--- config.mk ---
export PLATFORM = sky130hd
export DESIGN_NAME = x86_to_a64_instruction_translator
export DESIGN_NICKNAME = d
export VERILOG_FILES = /design/src/hw/rtl/x2a_pkg.sv /design/src/hw/rtl/x2a_encode.sv /design/src/hw/rtl/x2a_out_buf.sv /design/src/hw/rtl/x86_to_a64_instruction_translator.sv
export SDC_FILE = /design/constraint.sdc
export NUM_CORES = 1
export LEC_CHECK = 0
export ABC_AREA = 0
export BUFFER_PORTS_ARGS = -buffer_cell sky130_fd_sc_hd__buf_2
export CAP_MARGIN = 10
export CORE_MARGIN = 10
export CORE_UTILIZATION = 45
export DETAILED_ROUTE_END_ITERATION = 10
export GPL_TIMING_DRIVEN = 0
export PLACE_DENSITY = 0.62
export SLEW_MARGIN = 10
export SYNTH_ARGS = -nofsm -noshare
export SYNTH_HDL_FRONTEND = slang
export SYNTH_SLANG_ARGS = --single-unit
--- constraint.sdc ---
create_clock -name clk -period 9.99 [get_ports clk]
set_clock_uncertainty 0.15 [all_clocks]
set_input_delay 1.998 -clock clk [delete_from_list [all_inputs] [get_ports clk]]
set_output_delay 1.998 -clock clk [all_outputs]
set_load 0.01 [all_outputs]
--- src/hw/rtl/x2a_pkg.sv ---
// Shared types and constants for the x86 to A64 instruction translator.
`timescale 1ns / 1ps

package x2a_pkg;

    // x86 operation codes
    localparam logic [2:0] CMD_NOP  = 3'd0;
    localparam logic [2:0] CMD_MOV  = 3'd1;
    localparam logic [2:0] CMD_ADD  = 3'd2;
    localparam logic [2:0] CMD_SUB  = 3'd3;
    localparam logic [2:0] CMD_IMUL = 3'd4;
    localparam logic [2:0] CMD_CMP  = 3'd5;
    localparam logic [2:0] CMD_RET  = 3'd6;

    // source operand forms
    localparam logic [1:0] KIND_REG = 2'd0;
    localparam logic [1:0] KIND_IMM = 2'd1;

    // A64 base encodings
    localparam logic [31:0] A64_NOP     = 32'hD503201F;
    localparam logic [31:0] A64_RET     = 32'hD65F03C0;
    localparam logic [31:0] A64_ORR_REG = 32'hAA0003E0;
    localparam logic [31:0] A64_MOVZ    = 32'hD2800000;
    localparam logic [31:0] A64_MOVK_16 = 32'hF2A00000;
    localparam logic [31:0] A64_MOVK_32 = 32'hF2C00000;
    localparam logic [31:0] A64_MOVK_48 = 32'hF2E00000;
    localparam logic [31:0] A64_ADD_REG = 32'h8B000000;
    localparam logic [31:0] A64_ADD_IMM = 32'h91000000;
    localparam logic [31:0] A64_SUB_REG = 32'hCB000000;
    localparam logic [31:0] A64_SUB_IMM = 32'hD1000000;
    localparam logic [31:0] A64_MUL     = 32'h9B007C00;
    localparam logic [31:0] A64_CMP_REG = 32'hEB00001F;
    localparam logic [31:0] A64_CMP_IMM = 32'hF100001F;

    localparam int MAX_WORDS = 4;
    localparam int IDX_W     = $clog2(MAX_WORDS);

    typedef struct packed {
        logic [2:0]  command;
        logic        active;
        logic        dst_is_register;
        logic [1:0]  src_kind;
        logic [3:0]  dst_reg;
        logic [3:0]  src_reg;
        logic [63:0] immediate;
    } insn_t;

    typedef struct packed {
        logic                              valid;
        logic [IDX_W-1:0]                  last_idx;
        logic [MAX_WORDS-1:0][31:0]        words;
    } enc_result_t;

endpackage

--- src/hw/rtl/x2a_encode.sv ---
// Combinational encoder: one decoded x86 instruction to up to four A64 words.
`timescale 1ns / 1ps

module x2a_encode
(
    input  x2a_pkg::insn_t      insn,
    output x2a_pkg::enc_result_t result
);

    logic [31:0] rd;
    logic [31:0] rn;
    logic [31:0] rm;
    logic [31:0] imm12;
    logic        reg_form;
    logic        imm_form;

    assign rd       = 32'(insn.dst_reg);
    assign rn       = 32'(insn.dst_reg) << 5;
    assign rm       = 32'(insn.src_reg) << 16;
    assign imm12    = 32'(insn.immediate[11:0]) << 10;
    assign reg_form = insn.dst_is_register && (insn.src_kind == x2a_pkg::KIND_REG);
    assign imm_form = insn.dst_is_register && (insn.src_kind == x2a_pkg::KIND_IMM);

    always_comb
    begin
        result          = '0;
        result.last_idx = '0;
        if (insn.active)
        begin
            case (insn.command)
                x2a_pkg::CMD_NOP:
                begin
                    result.valid    = 1'b1;
                    result.words[0] = x2a_pkg::A64_NOP;
                end
                x2a_pkg::CMD_RET:
                begin
                    result.valid    = 1'b1;
                    result.words[0] = x2a_pkg::A64_RET;
                end
                x2a_pkg::CMD_MOV:
                begin
                    if (reg_form)
                    begin
                        // mov to itself emits nothing
                        result.valid    = (insn.dst_reg != insn.src_reg);
                        result.words[0] = x2a_pkg::A64_ORR_REG | rm | rd;
                    end
                    else if (imm_form)
                    begin
                        result.valid    = 1'b1;
                        result.last_idx = x2a_pkg::IDX_W'(x2a_pkg::MAX_WORDS - 1);
                        result.words[0] = x2a_pkg::A64_MOVZ
                                        | (32'(insn.immediate[15:0]) << 5) | rd;
                        result.words[1] = x2a_pkg::A64_MOVK_16
                                        | (32'(insn.immediate[31:16]) << 5) | rd;
                        result.words[2] = x2a_pkg::A64_MOVK_32
                                        | (32'(insn.immediate[47:32]) << 5) | rd;
                        result.words[3] = x2a_pkg::A64_MOVK_48
                                        | (32'(insn.immediate[63:48]) << 5) | rd;
                    end
                end
                x2a_pkg::CMD_ADD:
                begin
                    result.valid    = reg_form || imm_form;
                    result.words[0] = reg_form ? (x2a_pkg::A64_ADD_REG | rm | rn | rd)
                                               : (x2a_pkg::A64_ADD_IMM | imm12 | rn | rd);
                end
                x2a_pkg::CMD_SUB:
                begin
                    result.valid    = reg_form || imm_form;
                    result.words[0] = reg_form ? (x2a_pkg::A64_SUB_REG | rm | rn | rd)
                                               : (x2a_pkg::A64_SUB_IMM | imm12 | rn | rd);
                end
                x2a_pkg::CMD_IMUL:
                begin
                    result.valid    = reg_form;
                    result.words[0] = x2a_pkg::A64_MUL | rm | rn | rd;
                end
                x2a_pkg::CMD_CMP:
                begin
                    // destination is XZR, already in the base word
                    result.valid    = reg_form || imm_form;
                    result.words[0] = reg_form ? (x2a_pkg::A64_CMP_REG | rm | rn)
                                               : (x2a_pkg::A64_CMP_IMM | imm12 | rn);
                end
                default:
                begin
                    result.valid    = 1'b1;
                    result.words[0] = x2a_pkg::A64_NOP;
                end
            endcase
        end
    end

endmodule

--- src/hw/rtl/x2a_out_buf.sv ---
// Result register: holds the words of one item and sends them one per beat.
`timescale 1ns / 1ps

module x2a_out_buf
(
    input  logic                 clk,
    input  logic                 rst_n,
    input  logic                 load,
    input  x2a_pkg::enc_result_t result,
    output logic                 ready,
    output logic                 m_axis_tvalid,
    input  logic                 m_axis_tready,
    output logic [31:0]          m_axis_tdata,   // instruction_word[31:0]
    output logic                 m_axis_tlast    // last
);

    logic                                         valid_reg;
    logic                                         valid_next;
    logic [x2a_pkg::IDX_W-1:0]                    idx_reg;
    logic [x2a_pkg::IDX_W-1:0]                    idx_next;
    logic [x2a_pkg::IDX_W-1:0]                    last_idx_reg;
    logic [x2a_pkg::MAX_WORDS-1:0][31:0]          words_reg;
    logic                                         final_beat;

    assign final_beat    = valid_reg && m_axis_tready && (idx_reg == last_idx_reg);
    assign ready         = !valid_reg || final_beat;
    assign m_axis_tvalid = valid_reg;
    assign m_axis_tdata  = words_reg[idx_reg];
    assign m_axis_tlast  = (idx_reg == last_idx_reg);

    always_comb
    begin
        valid_next = valid_reg;
        idx_next   = idx_reg;
        if (load && ready)
        begin
            // items that emit nothing leave the buffer empty
            valid_next = result.valid;
            idx_next   = '0;
        end
        else if (final_beat)
        begin
            valid_next = 1'b0;
        end
        else if (valid_reg && m_axis_tready)
        begin
            idx_next = idx_reg + 1'b1;
        end
    end

    always_ff @(posedge clk or negedge rst_n)
    begin
        if (!rst_n)
        begin
            valid_reg <= 1'b0;
            idx_reg   <= '0;
        end
        else
        begin
            valid_reg <= valid_next;
            idx_reg   <= idx_next;
        end
    end

    always_ff @(posedge clk)
    begin
        if (load && ready)
        begin
            words_reg    <= result.words;
            last_idx_reg <= result.last_idx;
        end
    end

endmodule

--- src/hw/rtl/x86_to_a64_instruction_translator.sv ---
// Top level: input register, encoder and output buffer of the translator.
`timescale 1ns / 1ps

// Translates one decoded x86 instruction per item into A64 instruction words.
// An item is registered on entry, encoded combinationally and placed in the
// output buffer, which sends its words one per beat with tlast on the final
// word. Items that give one word (or none) flow at one item per cycle while
// m_axis_tready stays high; a mov of an immediate gives four words and holds
// the output buffer for four beats. The input register feeds the output buffer
// register; inactive items and unhandled operand forms produce no output item.

module x86_to_a64_instruction_translator
(
    input  logic        clk,
    input  logic        rst_n,
    input  logic        s_axis_tvalid,
    output logic        s_axis_tready,
    input  logic [71:0] s_axis_tdata,  // dst_reg[3:0], src_reg[7:4], immediate[71:8]
    input  logic [6:0]  s_axis_tuser,  // command[2:0], active[3], dst_is_register[4],
                                       // src_kind[6:5]
    output logic        m_axis_tvalid,
    input  logic        m_axis_tready,
    output logic [31:0] m_axis_tdata,  // instruction_word[31:0]
    output logic        m_axis_tlast   // last
);

    logic                 in_valid_reg;
    logic                 in_valid_next;
    x2a_pkg::insn_t       in_insn_reg;
    x2a_pkg::insn_t       in_insn;
    x2a_pkg::enc_result_t enc_result;
    logic                 buf_ready;

    always_comb
    begin
        in_insn.command         = s_axis_tuser[2:0];
        in_insn.active          = s_axis_tuser[3];
        in_insn.dst_is_register = s_axis_tuser[4];
        in_insn.src_kind        = s_axis_tuser[6:5];
        in_insn.dst_reg         = s_axis_tdata[3:0];
        in_insn.src_reg         = s_axis_tdata[7:4];
        in_insn.immediate       = s_axis_tdata[71:8];
    end

    // a held item leaves whenever the output buffer can take it
    assign s_axis_tready = !in_valid_reg || buf_ready;

    always_comb
    begin
        in_valid_next = in_valid_reg;
        if (s_axis_tready)
        begin
            in_valid_next = s_axis_tvalid;
        end
    end

    always_ff @(posedge clk or negedge rst_n)
    begin
        if (!rst_n)
        begin
            in_valid_reg <= 1'b0;
        end
        else
        begin
            in_valid_reg <= in_valid_next;
        end
    end

    always_ff @(posedge clk)
    begin
        if (s_axis_tvalid && s_axis_tready)
        begin
            in_insn_reg <= in_insn;
        end
    end

    x2a_encode u_encode
    (
        .insn   (in_insn_reg),
        .result (enc_result)
    );

    x2a_out_buf u_out_buf
    (
        .clk           (clk),
        .rst_n         (rst_n),
        .load          (in_valid_reg),
        .result        (enc_result),
        .ready         (buf_ready),
        .m_axis_tvalid (m_axis_tvalid),
        .m_axis_tready (m_axis_tready),
        .m_axis_tdata  (m_axis_tdata),
        .m_axis_tlast  (m_axis_tlast)
    );

endmodule
Yosys cells after proc, flatten, opt, wreduce, memory -nomap -nowiden

Index checks and enable logic that the tools add are counted.

Input port bits: 83
Flip-flop bits (word level): 213
Output and inout bits: 35

Bitwise gates (word level): 20
Muxes and demuxes: 18
Add/subtract/negate cells: 1
Reduce and logical (&&, ||, !) cells: 18
$lt $le $gt $ge: 1
Equal/unequal tests: 10

Operator list:

| operator              | number |
|---|---|
| $or A32 B4 Y32        | 10 |
| $mux W131             | 2 |
| $or A32 B9 Y32        | 7 |
| $mux W98              | 2 |
| $pmux W32 S6          | 1 |
| $mux W32              | 5 |
| $bmux W32 S2          | 1 |
| $eq A3 B3 Y1 const B  | 3 |
| $eq A3 B2 Y1 const B  | 2 |
| $logic_and A1 B1 Y1   | 6 |
| $mux W2               | 3 |
| $reduce_or A3 Y1      | 2 |
| $ne A4 B4 Y1          | 1 |
| $reduce_bool A2 Y1    | 2 |
| $reduce_or A4 Y1      | 1 |
| $eq A3 B1 Y1 const B  | 1 |
| $logic_or A1 B1 Y1    | 3 |
| $lt A2 B3 Y1 const B  | 1 |
| $mux W1               | 3 |
| $not A1 Y1            | 3 |
| $pmux W1 S3           | 1 |
| $add A2 B1 Y2 const B | 1 |
| $eq A2 B1 Y1 const B  | 1 |
| $eq A2 B2 Y1          | 1 |
| 4 further kinds       | 5 |

Longest topological paths before layout

Gate-level depths: netlist of the first run.

Depth after elaboration: 7
Mapped depth: 7
Mapped depth without buffers: 4

By module

Synthesis of the first run repeated with hierarchy kept, for this count alone.

Cells, all modules: 524
Area total of the unflattened synthesis: 8861.0 um^2

Modules (own cells, without submodules):

| module                            | times used | area each (um^2) | cells each |
|---|---|---|---|
| x2a_out_buf                       | 1          | 4922.2           | 195 |
| x86_to_a64_instruction_translator | 1          | 2426.1           | 83 |
| x2a_encode                        | 1          | 1512.7           | 246 |

Worst setup path after synthesis of the first run

OpenSTA, ideal clock, no wires.

Kind: input port to flip-flop
Start: input port m_axis_tready
End: register in_insn_reg[0] (netlist bit), enable pin
Stages: 2
Data required time: 9.202 ns
Setup slack: 1.348 ns
Setup time: 0.638 ns
Buffers on the path: 0
Arrival time: 7.854 ns
Cells stage by stage: a21boi_1 > a21boi_0

Longest elaborated chain between the ends: 5

Ends and longest elaborated chain:

| element                           | line                                    | RTL |
|---|---|---|
| start: declaration                | x86_to_a64_instruction_translator.sv:22 | `input logic m_axis_tready,` |
| $logic_and A1 B1 Y1 (2 in series) | x2a_out_buf.sv:25                       | `assign final_beat = valid_reg && m_axis_tready && (idx_reg == last_idx_reg);` |
| $logic_or A1 B1 Y1                | x2a_out_buf.sv:26                       | `assign ready = !valid_reg \|\| final_beat;` |
| $logic_or A1 B1 Y1                | x86_to_a64_instruction_translator.sv:46 | `assign s_axis_tready = !in_valid_reg \|\| buf_ready;` |
| $logic_and A1 B1 Y1               | x86_to_a64_instruction_translator.sv:71 | `if (s_axis_tvalid && s_axis_tready)` |
| end signal: assignment            | x86_to_a64_instruction_translator.sv:73 | `in_insn_reg <= in_insn;` |
| end: declaration                  | x86_to_a64_instruction_translator.sv:29 | `x2a_pkg::insn_t in_insn_reg;` |

Every way passes these cells.
A chain may end at the register's enable or synchronous reset.

Final worst setup path of the first run

Start: input port m_axis_tready
End: output port s_axis_tready

Longest elaborated chain between the ends: 4

Ends and longest elaborated chain:

| element                           | line                                    | RTL |
|---|---|---|
| $logic_and A1 B1 Y1 (2 in series) | x2a_out_buf.sv:25                       |  |
| $logic_or A1 B1 Y1                | x2a_out_buf.sv:26                       |  |
| $logic_or A1 B1 Y1                | x86_to_a64_instruction_translator.sv:46 |  |
| end: declaration                  | x86_to_a64_instruction_translator.sv:17 | `output logic s_axis_tready,` |

Every way passes these cells.

==> impl_metrics.json, run 1 <==
{
  "initial_core_util_pct": 46.1,
  "cp_common_cell": "buf_2",
  "yosys.area.top_type_share_pct": 70.5,
  "cts_buffers": 17,
  "die_w_um": 145,
  "start_kind": "input port",
  "via_count": 4463,
  "io_buffer_count": 117,
  "p_switching_mw": 0.752,
  "r2r_start": "u_out_buf.idx_reg[0]",
  "critPathTopFamily": "compound AO/OA/AOI/OAI gates",
  "firstDrtPassIters": 5,
  "syn_area_per_cell_um2": 15.7,
  "core_area_um2": 15300,
  "hp-start": "in_insn_reg[32]",
  "max_freq_mhz": 197,
  "fin_ws_ns": 4.92,
  "syn_to_final_growth_pct": 23.2,
  "yosysTopAreaCell": "edfxtp_1",
  "hold_path.class": "register to register",
  "gr-usage-all-layers_pct": 16.5,
  "setup_violations": 0,
  "largest_reg_flops": 85,
  "ir_drop_v": 0.000180,
  "switching_share_pct": 31.2,
  "clockPowerShare_pct": 26.9,
  "crit_type": "input port to primary output",
  "post-dp-hpwl_um": 12700,
  "netlist_instances": 447,
  "critical_path_depth": 4,
  "clock_sinks": 169,
  "holdPathEnd": "u_out_buf.words_reg[69]",
  "clock_path_buffers": 2,
  "ios": 118,
  "seqPwrFrac_pct": 44.6,
  "synth_seq_cells": 169,
  "grt_antenna_before_repair": 0,
  "p_leak_nw": 3.49,
  "cts_setup_buffers": 0,
  "crit_slowest_cell": "a21boi_1",
  "grt_pass1_wl_um": 26900,
  "ant_nets": 0,
  "overflow": 0,
  "reg2reg_to": "u_out_buf.words_reg[109]",
  "clock_latency_ns": 0.44,
  "die_area_um2": 21000,
  "setup-tns-final_ns": 0,
  "worstSetupEndpointType": "primary output",
  "drt_iter0_drc": 406,
  "cts_root_buf": "clkbuf_16",
  "fin_crit_sh_pct": 50.8,
  "rsz0062_at_grt": "false",
  "gp_congestion": 0.868,
  "drive_above_1_share_pct": 33.2,
  "synth_edf_count": 165,
  "clk_pin_slew_ns": 0.06,
  "synth_seq_area_share_pct": 71.9,
  "grt_max_degree": 27,
  "vias_per_cell": 5.48,
  "tightest_slew_ns": 0.715,
  "r2r_cells": 9,
  "finalHoldViolations": 0,
  "path_max_fanout": 5,
  "grt_pass1_vias": 4790,
  "antenna_cells": 0,
  "finalNetCount": 673,
  "postLayoutCoreUtil_pct": 56.8,
  "nFillCells": 1206,
  "cts_tree": "done",
  "cpPeakStageDelay_ns": 0.53,
  "slew_headroom_pct": 52.1,
  "syn-num-nets": 530,
  "multi_input_area_um2": 1790,
  "worst-path-buf-inv": 2,
  "ys_types": 55,
  "min_path_cells": 1,
  "placed_cell_area_um2": 8080,
  "p_per_area_nw_per_um2": 279,
  "rows": 45,
  "cts.htree.levels": 4,
  "die_h_um": 145,
  "p_comb_share_pct": 28.4,
  "critPathRequiredTime_ns": 7.84,
  "avgRoutedWirePerCell_um": 21.2,
  "netlist_area_um2": 7030,
  "final_area_um2": 8660,
  "synth_ff_type": "edfxtp_1",
  "drc": 0,
  "maxCapViolCount": 0,
  "routed_wirelength_um": 17200,
  "cp_cell_sequence": "buf_2 > a21boi_1 > nand2_1 > buf_2",
  "status": "completed",
  "worstPathArrival_ns": 2.92,
  "regArea_um2": 5050,
  "report.final.slew_viol_count": 0,
  "yosys-top-cells-area": "edfxtp_1, mux4_2, and3_1, dfrtp_1, a21o_1",
  "cts_resized": 0,
  "layout_min_cycle_time_ns": 5.07,
  "yosysWarnings": 0,
  "p_int_mw": 1.66,
  "synthArstFlopShare_pct": 2.37,
  "hold_buffers": 0,
  "r2r_slack_ns": 7.06,
  "startpoint": "m_axis_tready",
  "place_ws_ns": 4.91
}
[Yosys cell counts (2+ instances only)]
master     count
xor2_1         4
buf_6          3
buf_2         10
clkbuf_1      15
dfrtp_1        4
edfxtp_1     165
mux2_2         4
nand3_1        6
a311oi_1       2
a21o_1        13
a31oi_1        3
a21boi_0       3
nor4_1         2
mux4_2        16
mux2_4         2
o21ai_0       11
inv_1         11
nor3_1         7
or3_1          4
a211oi_1       2
nor2_1        13
and4_1         2
a21oi_1       19
nand2_1       15
o2111ai_2      2
a22o_1         3
nor2b_1        2
a22oi_1       10
mux2i_1        2
o32ai_1        2
buf_1          4
nand2b_1       5
and3_1        53
o211ai_1       4
and2_1         4
[power groups by stage]
stage	sequential, mW	combinational (mW)	clock (mW)
2_1_floorplan	1.10	0.404	0
3_3_place_gp	1.14	0.627	0
6_report	1.08	0.687	0.650
3_5_place_dp	1.09	0.698	0
4_1_cts	1.08	0.702	0.663
5_1_grt	1.09	0.747	0.693
[worst max path at each step]
stage	end	slack, ns
after global routing	s_axis_tready	4.83
after global placement	in_insn_reg[38]	-1.02
after floorplan	in_insn_reg[0]	1.35
after detailed placement	s_axis_tready	4.91
final	s_axis_tready	4.92
after CTS	s_axis_tready	4.90
[logic make-up (layout without fill, tap and decap cells)]
| kind of cell | after synthesis | count (layout) | synth area share (%) |
|---|---|---|---|
| flip-flops | 169 | 169 | 71.9 |
| multiplexers | 24 | 24 | 6.48 |
| AND/OR/NAND/NOR | 121 | 121 | 9.79 |
| buffers and inverters | 44 | 200 | 2.86 |
| AO/OA/AOI/OAI | 85 | 85 | 8.49 |
| XOR/XNOR | 4 | 4 | 0.498 |
[per-layer routing]
metal / global-route usage (%) / part of all wire, %
met4: 4.65 / 0.90
met5: 0 / 0
met3: 4.81 / 6.2
met2: 26.2 / 49
met1: 21.5 / 44
[cell usage in the layout (no fill, tap or decap), types with 3 or more instances in the layout]
master,Yosys,final
nand2_1,15,15
inv_1,11,11
and2_1,4,4
and3_1,53,53
a21oi_1,19,19
o21ai_0,11,11
buf_16,0,5
a22o_1,3,3
buf_1,4,4
mux2_2,4,4
dfrtp_1,4,4
inv_8,0,4
o211ai_1,4,4
buf_2,10,127
a21o_1,13,13
a31oi_1,3,3
clkbuf_16,0,17
nand3_1,6,6
buf_6,3,3
nand2b_1,5,5
clkinv_4,0,3
nor2_1,13,12
clkbuf_1,15,16
mux4_2,16,16
a22oi_1,10,10
xor2_1,4,4
edfxtp_1,165,165
inv_6,0,3
nor3_1,7,7
or3_1,4,4
[metrics by stage]
step | hold slack, ns | power [mW] | std cells
final | 0.401 | 2.41 | 814
after CTS | 0.400 | 2.44 | 814
after global routing | 0.415 | 2.53 | 814
after detailed placement | 0.388 | 1.79 | 782
after floorplan | 0.378 | 1.50 | 447
after global placement | 0.391 | 1.76 | 775
[layout make-up]
| cell class | count | share of cell area (%) |
|---|---|---|
| Buffer | 33 | 1.85 |
| Clock buffer | 18 | 4.95 |
| Clock inverter | 14 | 1.81 |
| Inverter | 11 | 0.477 |
| Multi-Input combinational cell | 234 | 20.7 |
| Sequential cell | 169 | 58.3 |
| Tap cell | 211 | 3.05 |
| Timing Repair Buffer | 124 | 8.81 |
No activity file was read; power rests on OpenSTA's default activity.
==> run 2: changes to the inputs <==
clock period = 5.1 ns   (was 9.99 ns; I/O delays follow)
==> impl_metrics.json, run 2 (synthesis results as in run 1) <==
{
  "io_buffer_count": 117,
  "p_leak_nw": 3.47,
  "grt_pass1_wl_um": 27300,
  "setup-tns-final_ns": 0,
  "cts_setup_buffers": 0,
  "rsz0062_at_grt": "false",
  "die_h_um": 145,
  "cts_tree": "done",
  "finalNetCount": 672,
  "start_kind": "register",
  "gp_congestion": 0.936,
  "cts_resized": 0,
  "path_max_fanout": 7,
  "layout_min_cycle_time_ns": 3.29,
  "grt_max_degree": 34,
  "antenna_cells": 0,
  "maxCapViolCount": 0,
  "report.final.slew_viol_count": 0,
  "cpPeakStageDelay_ns": 0.57,
  "fin_total_pwr_mw": 4.68,
  "firstDrtPassIters": 4,
  "overflow": 0,
  "via_count": 4410,
  "avgRoutedWirePerCell_um": 21.1,
  "nFillCells": 1234,
  "grt_pass1_vias": 4806,
  "drive_above_1_share_pct": 32.6,
  "ant_nets": 0,
  "tightest_slew_ns": 0.856,
  "status": "completed",
  "clock_path_buffers": 2,
  "final_cell_mix": "edfxtp_1, buf_2, and3_1",
  "clk_pin_slew_ns": 0.06,
  "drc": 0,
  "hold_buffers": 0,
  "drt_iter0_drc": 368,
  "routed_wirelength_um": 17200,
  "cts_root_buf": "clkbuf_16",
  "die_area_um2": 21000,
  "largest_reg_flops": 85,
  "fin_crit_sh_pct": 64.4,
  "dp_cells": 781,
  "cp_common_cell": "buf_2",
  "p_per_area_nw_per_um2": 543,
  "clock_sinks": 169,
  "post-dp-hpwl_um": 12600,
  "worstPathArrival_ns": 2.12,
  "crit_type": "register to primary output",
  "critPathRequiredTime_ns": 3.93,
  "cts.htree.levels": 4,
  "gr-usage-all-layers_pct": 16.7,
  "max_freq_mhz": 304,
  "holdWs_ns": 0.248,
  "setup_violations": 0,
  "crit_slowest_cell": "a21boi_1",
  "grt_antenna_before_repair": 0,
  "die_w_um": 145,
  "hold_path.class": "input port to async pin",
  "vias_per_cell": 5.42,
  "ir_drop_v": 0.000282,
  "cp_cell_sequence": "buf_2 > or2_1 > buf_2 > o21ai_2 > a21boi_1 > nand2_1 > buf_2",
  "final_common_cell": "edfxtp_1",
  "instances_no_fill": 813,
  "syn_to_final_growth_pct": 22.6,
  "cts_buffers": 17,
  "core_area_um2": 15300,
  "slew_headroom_pct": 42.8,
  "finalHoldViolations": 0,
  "postLayoutCoreUtil_pct": 56.5,
  "ios": 118,
  "worstSetupEndpointType": "primary output",
  "clock_latency_ns": 0.43,
  "initial_core_util_pct": 46.1,
  "rows": 45
}
[run 2: layout make-up]
cell class	instances	area (µm²)	area share (%)
plain buffers	33	160	1.86
clock buffers	18	429	4.98
well taps	211	264	3.06
inverters	11	41.3	0.479
multi-input cells	234	1790	20.8
clock inverters	14	136	1.58
repair buffers	123	743	8.62
flip-flops and latches	169	5050	58.6
[run 2: through the flow]
stage	area, µm²	setup WS (ns)
final	8620	1.81
after floorplan	7040	1.09
after CTS	8620	1.78
after global placement	7890	0.118
after global routing	8620	1.65
after detailed placement	8060	1.88
[run 2: where the power goes]
group	internal, mW	switching [mW]
sequential	1.98	0.133
combinational	0.574	0.765
clock	0.685	0.545
[run 2: final timing paths]
path / start / end / slack (ns) / cells past startpoint
hold reg to reg: in_insn_reg[50] / u_out_buf.words_reg[103] / 0.40 / 1
setup reg to reg: u_out_buf.idx_reg[0] / in_insn_reg[45] / 2.04 / 9
min in group clk: in_insn_reg[50] / u_out_buf.words_reg[103] / 0.40 / 1
setup / recovery: u_out_buf.idx_reg[0] / s_axis_tready / 1.81 / 7
hold / removal: rst_n / u_out_buf.idx_reg[1] / 0.25 / 1
max in group asynchronous: rst_n / u_out_buf.m_axis_tvalid / 4.42 / 1
[run 2: worst max-delay path: cells and delay by family (launching register included)]
family,cells,cell delay (ns)
compound gates,2,0.64
buf+inv,3,0.51
flops,1,0.31
simple gates,2,0.22
[run 2: metal layers]
metal	share of wire, %	vias to the layer above	GRT usage, %
met3	6.4	20	4.72
met2	48	163	26.3
met1	44	2175	21.5
met5	0	-	0
li1	-	2052	-
met4	1.4	0	6.38
